===== src/sprd_pkg.sv =====
// Shared constants and codes for the size-prefixed record deframer.
package sprd_pkg;

   // Default limit on size digits
   localparam int MAX_DIGITS_DEFAULT = 10;

   // Field widths
   localparam int BYTE_W   = 8;
   localparam int LEN_W    = 6;
   localparam int SIZE_W   = 34;
   localparam int FB_W     = 7;
   localparam int FCODE_W  = 3;
   localparam int STATUS_W = 3;
   localparam int CSR_IDX_W = 2;

   // Stream bus widths
   localparam int REQ_TDATA_W = 8;
   localparam int REQ_TUSER_W = 2;
   localparam int RSP_TDATA_W = 16;
   localparam int RSP_TUSER_W = 3;

   // Register reset values
   localparam logic [LEN_W-1:0] CHECKSUM_LEN_RST  = 6'd8;
   localparam logic [LEN_W-1:0] TIMESTAMP_LEN_RST = 6'd19;
   localparam logic [LEN_W-1:0] TYPE_LEN_RST      = 6'd3;

   // Register indexes
   localparam logic [CSR_IDX_W-1:0] CSR_CHECKSUM_LEN  = 2'd0;
   localparam logic [CSR_IDX_W-1:0] CSR_TIMESTAMP_LEN = 2'd1;
   localparam logic [CSR_IDX_W-1:0] CSR_TYPE_LEN      = 2'd2;

   // Characters
   localparam logic [BYTE_W-1:0] BAR_CHAR  = 8'h7C;
   localparam logic [BYTE_W-1:0] ZERO_CHAR = 8'h30;
   localparam logic [BYTE_W-1:0] NINE_CHAR = 8'h39;

   // Saturation point of the field byte counter
   localparam logic [FB_W-1:0] FB_MAX = 7'd127;

   // Parser phases
   localparam logic [1:0] PH_SIZE = 2'd0;
   localparam logic [1:0] PH_BODY = 2'd1;
   localparam logic [1:0] PH_HALT = 2'd2;

   // Field codes
   localparam logic [FCODE_W-1:0] FC_SIZE      = 3'd0;
   localparam logic [FCODE_W-1:0] FC_CHECKSUM  = 3'd1;
   localparam logic [FCODE_W-1:0] FC_TIMESTAMP = 3'd2;
   localparam logic [FCODE_W-1:0] FC_TYPE      = 3'd3;
   localparam logic [FCODE_W-1:0] FC_CONTENT   = 3'd4;
   localparam logic [FCODE_W-1:0] FC_NONE      = 3'd5;

   // Status codes
   localparam logic [STATUS_W-1:0] ST_OK        = 3'd0;
   localparam logic [STATUS_W-1:0] ST_BAD_DIGIT = 3'd1;
   localparam logic [STATUS_W-1:0] ST_TOO_MANY  = 3'd2;
   localparam logic [STATUS_W-1:0] ST_EMPTY     = 3'd3;
   localparam logic [STATUS_W-1:0] ST_TOO_SMALL = 3'd4;
   localparam logic [STATUS_W-1:0] ST_TRUNCATED = 3'd5;
   localparam logic [STATUS_W-1:0] ST_HALTED    = 3'd6;

endpackage


===== src/size_prefixed_record_deframer_unit.sv =====
// Size-prefixed record deframer: tags each byte with its field, checks records.
//
//  channel | dir | handshake             | payload
//  req     | in  | req_tvalid/req_tready | tdata: byte_value[7:0]
//          |     |                       | tuser: first_of_file[0], end_of_file[1]
//  rsp     | out | rsp_tvalid/rsp_tready | tdata: byte_out[7:0], record_valid[8],
//          |     |                       |        status[11:9], zero[15:12]
//          |     |                       | tuser: field_code[2:0]; tlast: record_last
//  csr     | in  | csr_we                | csr_index[1:0], csr_wdata[5:0]
//
// One item per cycle while not stalled; results show the cycle after acceptance.
// The parse state and the output register update in the same cycle; the
// longest path is the size multiply-by-ten add or the 34-bit remaining count.
// A held result stalls the input only while rsp_tready is low.
// Reset (synchronous) restores the register defaults and a fresh parser.
module size_prefixed_record_deframer_unit
   import sprd_pkg::*;
#(
   parameter int MAX_DIGITS = MAX_DIGITS_DEFAULT
) (
   input  logic                   clock,
   input  logic                   reset,
   // Input items
   input  logic                   req_tvalid,
   output logic                   req_tready,
   input  logic [REQ_TDATA_W-1:0] req_tdata,  // byte_value[7:0]
   input  logic [REQ_TUSER_W-1:0] req_tuser,  // first_of_file[0], end_of_file[1]
   // Result items
   output logic                   rsp_tvalid,
   input  logic                   rsp_tready,
   output logic [RSP_TDATA_W-1:0] rsp_tdata,  // byte_out[7:0], record_valid[8],
                                              // status[11:9], zero[15:12]
   output logic [RSP_TUSER_W-1:0] rsp_tuser,  // field_code[2:0]
   output logic                   rsp_tlast,  // record_last
   // Register writes
   input  logic                   csr_we,
   input  logic [CSR_IDX_W-1:0]   csr_index,
   input  logic [LEN_W-1:0]       csr_wdata
);

   localparam int DC_W = $clog2(MAX_DIGITS + 1);

   // Registers
   logic [LEN_W-1:0]    checksum_len_ff, timestamp_len_ff, type_len_ff;
   logic [1:0]          phase_ff, phase_in;
   logic [DC_W-1:0]     digit_count_ff, digit_count_in;
   logic [SIZE_W-1:0]   declared_size_ff, declared_size_in;
   logic [SIZE_W-1:0]   remaining_ff, remaining_in;
   logic [1:0]          bar_count_ff, bar_count_in;
   logic [FB_W-1:0]     field_bytes_ff, field_bytes_in;
   logic                lengths_match_ff, lengths_match_in;

   logic                out_valid_ff;
   logic [BYTE_W-1:0]   byte_out_ff, byte_out_in;
   logic [FCODE_W-1:0]  field_code_ff, field_code_in;
   logic                record_last_ff, record_last_in;
   logic                record_valid_ff, record_valid_in;
   logic [STATUS_W-1:0] status_ff, status_in;

   // Working values
   logic                accept;
   logic [BYTE_W-1:0]   in_byte;
   logic                first_of_file, end_of_file;
   logic [1:0]          cur_phase;
   logic [DC_W-1:0]     cur_digits;
   logic [SIZE_W-1:0]   cur_size, cur_remaining;
   logic [1:0]          cur_bars;
   logic [FB_W-1:0]     cur_fbytes;
   logic                cur_match;
   logic [SIZE_W-1:0]   prefix_len;
   logic [SIZE_W-1:0]   body_len;
   logic [SIZE_W-1:0]   size_times_ten;
   logic [SIZE_W-1:0]   remaining_dec;
   logic [LEN_W-1:0]    need_len;
   logic                is_digit;

   assign in_byte       = req_tdata[BYTE_W-1:0];
   assign first_of_file = req_tuser[0];
   assign end_of_file   = req_tuser[1];

   // Output register frees up when empty or being taken
   assign req_tready = !out_valid_ff || rsp_tready;
   assign accept     = req_tvalid && req_tready;

   // A first-of-file item sees a fresh parser
   always_comb begin
      if (first_of_file) begin
         cur_phase     = PH_SIZE;
         cur_digits    = '0;
         cur_size      = '0;
         cur_remaining = '0;
         cur_bars      = '0;
         cur_fbytes    = '0;
         cur_match     = 1'b1;
      end else begin
         cur_phase     = phase_ff;
         cur_digits    = digit_count_ff;
         cur_size      = declared_size_ff;
         cur_remaining = remaining_ff;
         cur_bars      = bar_count_ff;
         cur_fbytes    = field_bytes_ff;
         cur_match     = lengths_match_ff;
      end
   end

   // Arithmetic on the size and remaining count
   assign prefix_len     = SIZE_W'(cur_digits) + SIZE_W'(1);
   assign body_len       = cur_size - prefix_len;
   assign size_times_ten = (cur_size << 3) + (cur_size << 1)
                         + {{(SIZE_W-4){1'b0}}, in_byte[3:0]};
   assign remaining_dec  = cur_remaining - SIZE_W'(1);
   assign is_digit       = in_byte inside {[ZERO_CHAR:NINE_CHAR]};

   always_comb begin
      case (cur_bars)
         2'd0:    need_len = checksum_len_ff;
         2'd1:    need_len = timestamp_len_ff;
         default: need_len = type_len_ff;
      endcase
   end

   // Parser step
   always_comb begin
      phase_in         = cur_phase;
      digit_count_in   = cur_digits;
      declared_size_in = cur_size;
      remaining_in     = cur_remaining;
      bar_count_in     = cur_bars;
      field_bytes_in   = cur_fbytes;
      lengths_match_in = cur_match;
      byte_out_in      = '0;
      field_code_in    = FC_NONE;
      record_last_in   = 1'b0;
      record_valid_in  = 1'b0;
      status_in        = ST_OK;

      if (end_of_file) begin
         // Stream end: report, then start fresh unless halted
         if (cur_phase == PH_HALT) begin
            status_in = ST_HALTED;
         end else begin
            if (cur_phase == PH_BODY || cur_digits != '0) status_in = ST_TRUNCATED;
            phase_in         = PH_SIZE;
            digit_count_in   = '0;
            declared_size_in = '0;
            remaining_in     = '0;
            bar_count_in     = '0;
            field_bytes_in   = '0;
            lengths_match_in = 1'b1;
         end
      end else if (cur_phase == PH_HALT) begin
         status_in = ST_HALTED;
      end else if (cur_phase == PH_SIZE) begin
         // Size prefix digits and its bar
         if (in_byte == BAR_CHAR) begin
            if (cur_digits == '0) begin
               status_in = ST_EMPTY;
               phase_in  = PH_HALT;
            end else if (cur_size < prefix_len) begin
               status_in = ST_TOO_SMALL;
               phase_in  = PH_HALT;
            end else begin
               byte_out_in   = in_byte;
               field_code_in = FC_CONTENT;
               if (body_len == '0) begin
                  // Record is nothing but its prefix
                  record_last_in = 1'b1;
               end else begin
                  phase_in     = PH_BODY;
                  remaining_in = body_len;
               end
            end
            digit_count_in   = '0;
            declared_size_in = '0;
         end else if (!is_digit) begin
            status_in        = ST_BAD_DIGIT;
            phase_in         = PH_HALT;
            digit_count_in   = '0;
            declared_size_in = '0;
         end else if (cur_digits >= DC_W'(MAX_DIGITS)) begin
            status_in        = ST_TOO_MANY;
            phase_in         = PH_HALT;
            digit_count_in   = '0;
            declared_size_in = '0;
         end else begin
            digit_count_in   = cur_digits + DC_W'(1);
            declared_size_in = size_times_ten;
            byte_out_in      = in_byte;
            field_code_in    = FC_SIZE;
         end
      end else begin
         // Record body
         byte_out_in = in_byte;
         if (in_byte == BAR_CHAR && cur_bars != 2'd3) begin
            if (cur_fbytes != {1'b0, need_len}) lengths_match_in = 1'b0;
            bar_count_in   = cur_bars + 2'd1;
            field_bytes_in = '0;
            field_code_in  = FC_CONTENT;
         end else begin
            case (cur_bars)
               2'd0:    field_code_in = FC_CHECKSUM;
               2'd1:    field_code_in = FC_TIMESTAMP;
               2'd2:    field_code_in = FC_TYPE;
               default: field_code_in = FC_CONTENT;
            endcase
            if (cur_fbytes != FB_MAX) field_bytes_in = cur_fbytes + FB_W'(1);
         end
         remaining_in = remaining_dec;
         if (remaining_dec == '0) begin
            record_last_in   = 1'b1;
            record_valid_in  = (bar_count_in == 2'd3) && lengths_match_in;
            phase_in         = PH_SIZE;
            bar_count_in     = '0;
            field_bytes_in   = '0;
            lengths_match_in = 1'b1;
         end
      end
   end

   // Parse state
   always_ff @(posedge clock) begin
      if (reset) begin
         phase_ff         <= PH_SIZE;
         digit_count_ff   <= '0;
         declared_size_ff <= '0;
         remaining_ff     <= '0;
         bar_count_ff     <= '0;
         field_bytes_ff   <= '0;
         lengths_match_ff <= 1'b1;
      end else if (accept) begin
         phase_ff         <= phase_in;
         digit_count_ff   <= digit_count_in;
         declared_size_ff <= declared_size_in;
         remaining_ff     <= remaining_in;
         bar_count_ff     <= bar_count_in;
         field_bytes_ff   <= field_bytes_in;
         lengths_match_ff <= lengths_match_in;
      end
   end

   // Output register valid
   always_ff @(posedge clock) begin
      if (reset) begin
         out_valid_ff <= 1'b0;
      end else if (accept) begin
         out_valid_ff <= 1'b1;
      end else if (rsp_tready) begin
         out_valid_ff <= 1'b0;
      end
   end

   // Output register payload
   always_ff @(posedge clock) begin
      if (accept) begin
         byte_out_ff     <= byte_out_in;
         field_code_ff   <= field_code_in;
         record_last_ff  <= record_last_in;
         record_valid_ff <= record_valid_in;
         status_ff       <= status_in;
      end
   end

   // Field length registers
   always_ff @(posedge clock) begin
      if (reset) begin
         checksum_len_ff  <= CHECKSUM_LEN_RST;
         timestamp_len_ff <= TIMESTAMP_LEN_RST;
         type_len_ff      <= TYPE_LEN_RST;
      end else if (csr_we) begin
         case (csr_index)
            CSR_CHECKSUM_LEN:  checksum_len_ff  <= csr_wdata;
            CSR_TIMESTAMP_LEN: timestamp_len_ff <= csr_wdata;
            CSR_TYPE_LEN:      type_len_ff      <= csr_wdata;
            default: ;
         endcase
      end
   end

   assign rsp_tvalid = out_valid_ff;
   assign rsp_tdata  = {4'b0, status_ff, record_valid_ff, byte_out_ff};
   assign rsp_tuser  = field_code_ff;
   assign rsp_tlast  = record_last_ff;

`ifndef ASSERT_OFF
   // A valid verdict only comes with the record's last byte
   a_valid_needs_last: assert property (@(posedge clock) disable iff (reset)
      (rsp_tvalid && rsp_tdata[8]) |-> rsp_tlast)
      else $error("record_valid without record_last");

   // A byte that is not taken is reported as zero
   a_none_zero_byte: assert property (@(posedge clock) disable iff (reset)
      (rsp_tvalid && rsp_tuser == FC_NONE) |-> (rsp_tdata[7:0] == '0))
      else $error("byte passed on a result with no field");

   // Body bars are only counted inside a record body
   a_bars_in_body: assert property (@(posedge clock) disable iff (reset)
      (bar_count_ff != 2'd0) |-> (phase_ff == PH_BODY))
      else $error("bar count outside record body");

   // Size digits are only held while reading the size
   a_digits_in_size: assert property (@(posedge clock) disable iff (reset)
      (digit_count_ff != '0) |-> (phase_ff == PH_SIZE))
      else $error("digit count outside size phase");
`endif

endmodule


===== config.mk =====
export PLATFORM = sky130hd
export DESIGN_NAME = size_prefixed_record_deframer_unit
export DESIGN_NICKNAME = d
export VERILOG_FILES = /design/src/sprd_pkg.sv /design/src/size_prefixed_record_deframer_unit.sv
export SDC_FILE = /design/constraint.sdc
export NUM_CORES = 1
export LEC_CHECK = 0
export BUFFER_PORTS_ARGS = -buffer_cell sky130_fd_sc_hd__buf_2
export CELL_PAD_IN_SITES_DETAIL_PLACEMENT = 1
export CELL_PAD_IN_SITES_GLOBAL_PLACEMENT = 1
export CORE_MARGIN = 2
export CORE_UTILIZATION = 40
export CTS_CLUSTER_DIAMETER = 40
export DETAILED_ROUTE_END_ITERATION = 8
export PLACE_DENSITY = 0.68
export SETUP_SLACK_MARGIN = 0.2
export SKIP_LAST_GASP = 1
export SLEW_MARGIN = 20
export SYNTH_ARGS = -nofsm -noshare
export SYNTH_HDL_FRONTEND = slang
export SYNTH_SLANG_ARGS = --single-unit
export TNS_END_PERCENT = 50

===== constraint.sdc =====
create_clock -name clock -period 7.6 [get_ports clock]
set_clock_uncertainty 0.2 [all_clocks]
set_input_delay 0.38 -clock clock [delete_from_list [all_inputs] [get_ports clock]]
set_output_delay 0.38 -clock clock [all_outputs]
set_load 0.02 [all_outputs]

==> metrics.md <==
| Metric | Value |
|---|---|
| Die area | 28,640 um2 |
| Post-synthesis compound-gate area fraction | 0.2789 |
| # DRC | 0 |
| PD cells | 154.7 nW/um2 |
| Via count | 11,448 |
| Chip Height | 169.2 um |
| Crit-path max FO | 69 |
| Critical Path Source | req_tuser[0] |
| Ys flop type | dfxtp_1 |
| Largest net degree at the start of global routing | 70 |
| Ys async rst share | 0 |
| Sequential share of the synthesized area | 0.2328 |
| Detailed Route Iter0 Violations | 883 |
| First-pass GRT wire length | 66.25 mm |
| Final min period | 5.383 ns |
| Root Buffer | clkbuf_16 |
| Reg2reg setup slack | 2.39 ns |
| Worst slew margin | 0.3589 |
| Nets | 1,537 |
| Deepest clock path buffer count | 2 |
| DP HPWL | 30.40 mm |
| Max-slew violations | 0 |
| Worst-skew pair later-pin latency | 0.45 ns |
| Clock slew at reported path FFs | 0.06 ns |
| Reg2Reg Depth | 14 |
| CTS tree | done |
| Die Wd | 169.2 um |
| Peak Freq | 185.8 MHz |
| Simple-gate share of the synthesized area | 0.2655 |
| Worst Path Arrival | 5.53 ns |
| Area contributors post-synth | dfxtp_1 19%, ha_1 8.8%, nor2_1 5.2%, a21oi_1 4.9%, o21ai_0 4.5% |
| WL final | 41.57 mm |
| Core area | 26,880 um2 |
| Final worst slack | 2.217 ns |
| Number of detailed-route iterations in the first pass | 5 |
| Fin area | 11,900 um2 |
| Post-synthesis adder-cell area fraction | 0.09373 |
| Worst slew pin tran | 0.9596 ns |
| Hold Buf Count CTS | 3 |
| Leakage power | 4.714 nW |
| Mux share of post-synthesis cell area | 0.02681 |
| Synth Area in XOR/XNOR | 0.04732 |
| Final hold viol count | 0 |
| Hold crit path type | in -> reg |
| Post-synth top area cell | dfxtp_1 |
| Dominant combinational cell family by area after synthesis | compound AO/OA/AOI/OAI gates |
| Critical Path RT | 7.75 ns |
| Reg-to-Reg Start | digit_count_ff[0] |
| CTS sink count | 119 |
| Antenna-violating nets left | 0 |
| IO Count | 45 |
| H-tree levels | 4 |
| Max VDD drop | 137.7 uV |
| Post-synth EDFFs | 16 |
| Final Util | 0.4429 |
| Average routed wire per standard cell | 23.25 um |
| CTS Buf Count | 17 |
| Setup Buffers After CTS | 0 |
| Routability cong. | 0.9211 |
| CP Class | in -> reg |
| Initial antenna violation count | 0 |
| Final Setup Violations | 0 |
| Post-cts gate resize count | 0 |
| Fillers | 3,346 |
| Antenna cells | 0 |
| Port buffer count | 40 |
| Area after DPL | 11,310 um2 |
| Initial Util | 0.4063 |
| Crit path capture type | register |
| Cells after Synth | 1,444 |
| Post-synth top area share | 0.1888 |
| Layout cells sized above 1 | 0.09053 |
| Commonest cells after routing, fill and taps aside | 150 x nor2_1, 124 x nand2_1, 107 x a21oi_1 |
| Area growth from synthesis to layout | 9.007% |
| YS warnings | 0 |
| Yosys reg bits | 119 |
| DR vias/cell | 6.403 |
| Max cap viols | 0 |
| DP Cell Count | 1,753 |
| Setup TNS | 0 ns |
| Vias in the first global route | 11,369 |
| Yosys cell types | 92 |
| Startpoint Class | input port |
| Most common cell after layout, fill and taps aside | nor2_1 |
| Status | complete, no violations |
| Reg-to-Reg End | remaining_ff[10] |
| Core Rows | 60 |
| Setup Slack @ Placement | 1.810 ns |
| Fin cells | 1,788 |
| Avg Inst Size Synth | 7.562 um2 |
| RSZ-0062 raised after global routing | no |
| GRT Total Usage | 0.2936 |
| Tcrit/Tclk final | 0.7083 |
| Congestion Overflow GR | 0 |
| Cell Area, Synth | 10,920 um2 |
| Critical Path End | remaining_ff[10] |
[layout make-up]
| class | count | area, um2 | area share |
|---|---|---|---|
| multi-input cells | 1184 | 7818 | 0.6568 |
| clock buffers | 17 | 425.4 | 0.03574 |
| repair buffers | 61 | 367.9 | 0.03091 |
| flip-flops and latches | 119 | 2542 | 0.2136 |
| well taps | 341 | 426.7 | 0.03585 |
| clock inverters | 15 | 131.4 | 0.01104 |
| inverters | 51 | 191.4 | 0.01608 |
[power breakdown]
part,internal [mW],switching (mW),leakage [nW]
registers,0.653,0.0146,0.990
clock network,0.430,0.373,0.268
logic,0.113,0.257,3.46
[flip-flops by register name, summed over array words and instances (netlist names), 3 cells and up]
signal,flops
byte_out_ff,8
checksum_len_ff,6
declared_size_ff,34
digit_count_ff,4
field_bytes_ff,7
remaining_ff,34
rsp_tuser,3
status_ff,3
timestamp_len_ff,6
type_len_ff,6
[how the worst min path moves through the flow]
| stage | startpoint | endpoint | depth (start not counted) |
|---|---|---|---|
| floorplan | checksum_len_ff[3] | checksum_len_ff[3] | 2 |
| finish | csr_wdata[3] | checksum_len_ff[3] | 3 |
| CTS | csr_wdata[1] | type_len_ff[1] | 3 |
| global placement | declared_size_ff[3] | declared_size_ff[3] | 2 |
| global route | req_tdata[4] | byte_out_ff[4] | 2 |
| detailed placement | type_len_ff[1] | type_len_ff[1] | 2 |
[cells in the mapped netlist (27+ instances only)]
| master | instances |
|---|---|
| nor2_1 | 151 |
| nand2_1 | 124 |
| a21oi_1 | 107 |
| dfxtp_1 | 103 |
| o21ai_0 | 98 |
| ha_1 | 77 |
| clkbuf_1 | 65 |
| nor3_1 | 52 |
| inv_1 | 48 |
| nor2b_1 | 39 |
| xnor2_1 | 39 |
| a22oi_1 | 32 |
| nand3_1 | 31 |
| a31oi_1 | 28 |
| mux2i_1 | 27 |
[per-layer routing]
metal | wire length [um] | up-vias | GRT usage
li1 | - | 5374 | -
met1 | 19800 | 5687 | 0.4148
met2 | 18630 | 314 | 0.4641
met3 | 2037 | 73 | 0.03312
met4 | 1099 | 0 | 0.1011
met5 | 0 | - | 0
[worst max-delay path, cell delays in order]
cell and delay (ns):
buf_4 0.60, nor2b_1 0.24, ha_1 0.30, xnor2_1 0.15, ha_1 0.37, nor2b_4 0.16, o311a_4 0.39, or4_1 0.53
a21oi_1 0.34, o221ai_1 0.21, nor4b_2 0.38, nand4_4 0.39, a211oi_4 0.73, o311ai_0 0.23, o31ai_1 0.10
[logic make-up (layout without fill, tap and decap cells)]
logic type | after synthesis | after routing
flip-flops | 119 | 119
adder cells (fa/ha/maj) | 80 | 80
AND/OR/NAND/NOR | 555 | 555
buffers and inverters | 144 | 144
other | 1 | 4
multiplexers | 29 | 29
XOR/XNOR | 59 | 59
AO/OA/AOI/OAI | 457 | 457
[stage by stage]
| step | hold WS (ns) | total power, mW |
|---|---|---|
| after CTS | 0.001132 | 1.845 |
| after floorplan | 0.2420 | 0.9216 |
| final | 0.01139 | 1.841 |
| after global placement | 0.2602 | 1.037 |
| after detailed placement | 0.2653 | 1.041 |
| after global routing | 0.03004 | 1.905 |
(Power assumes the default switching activity.)
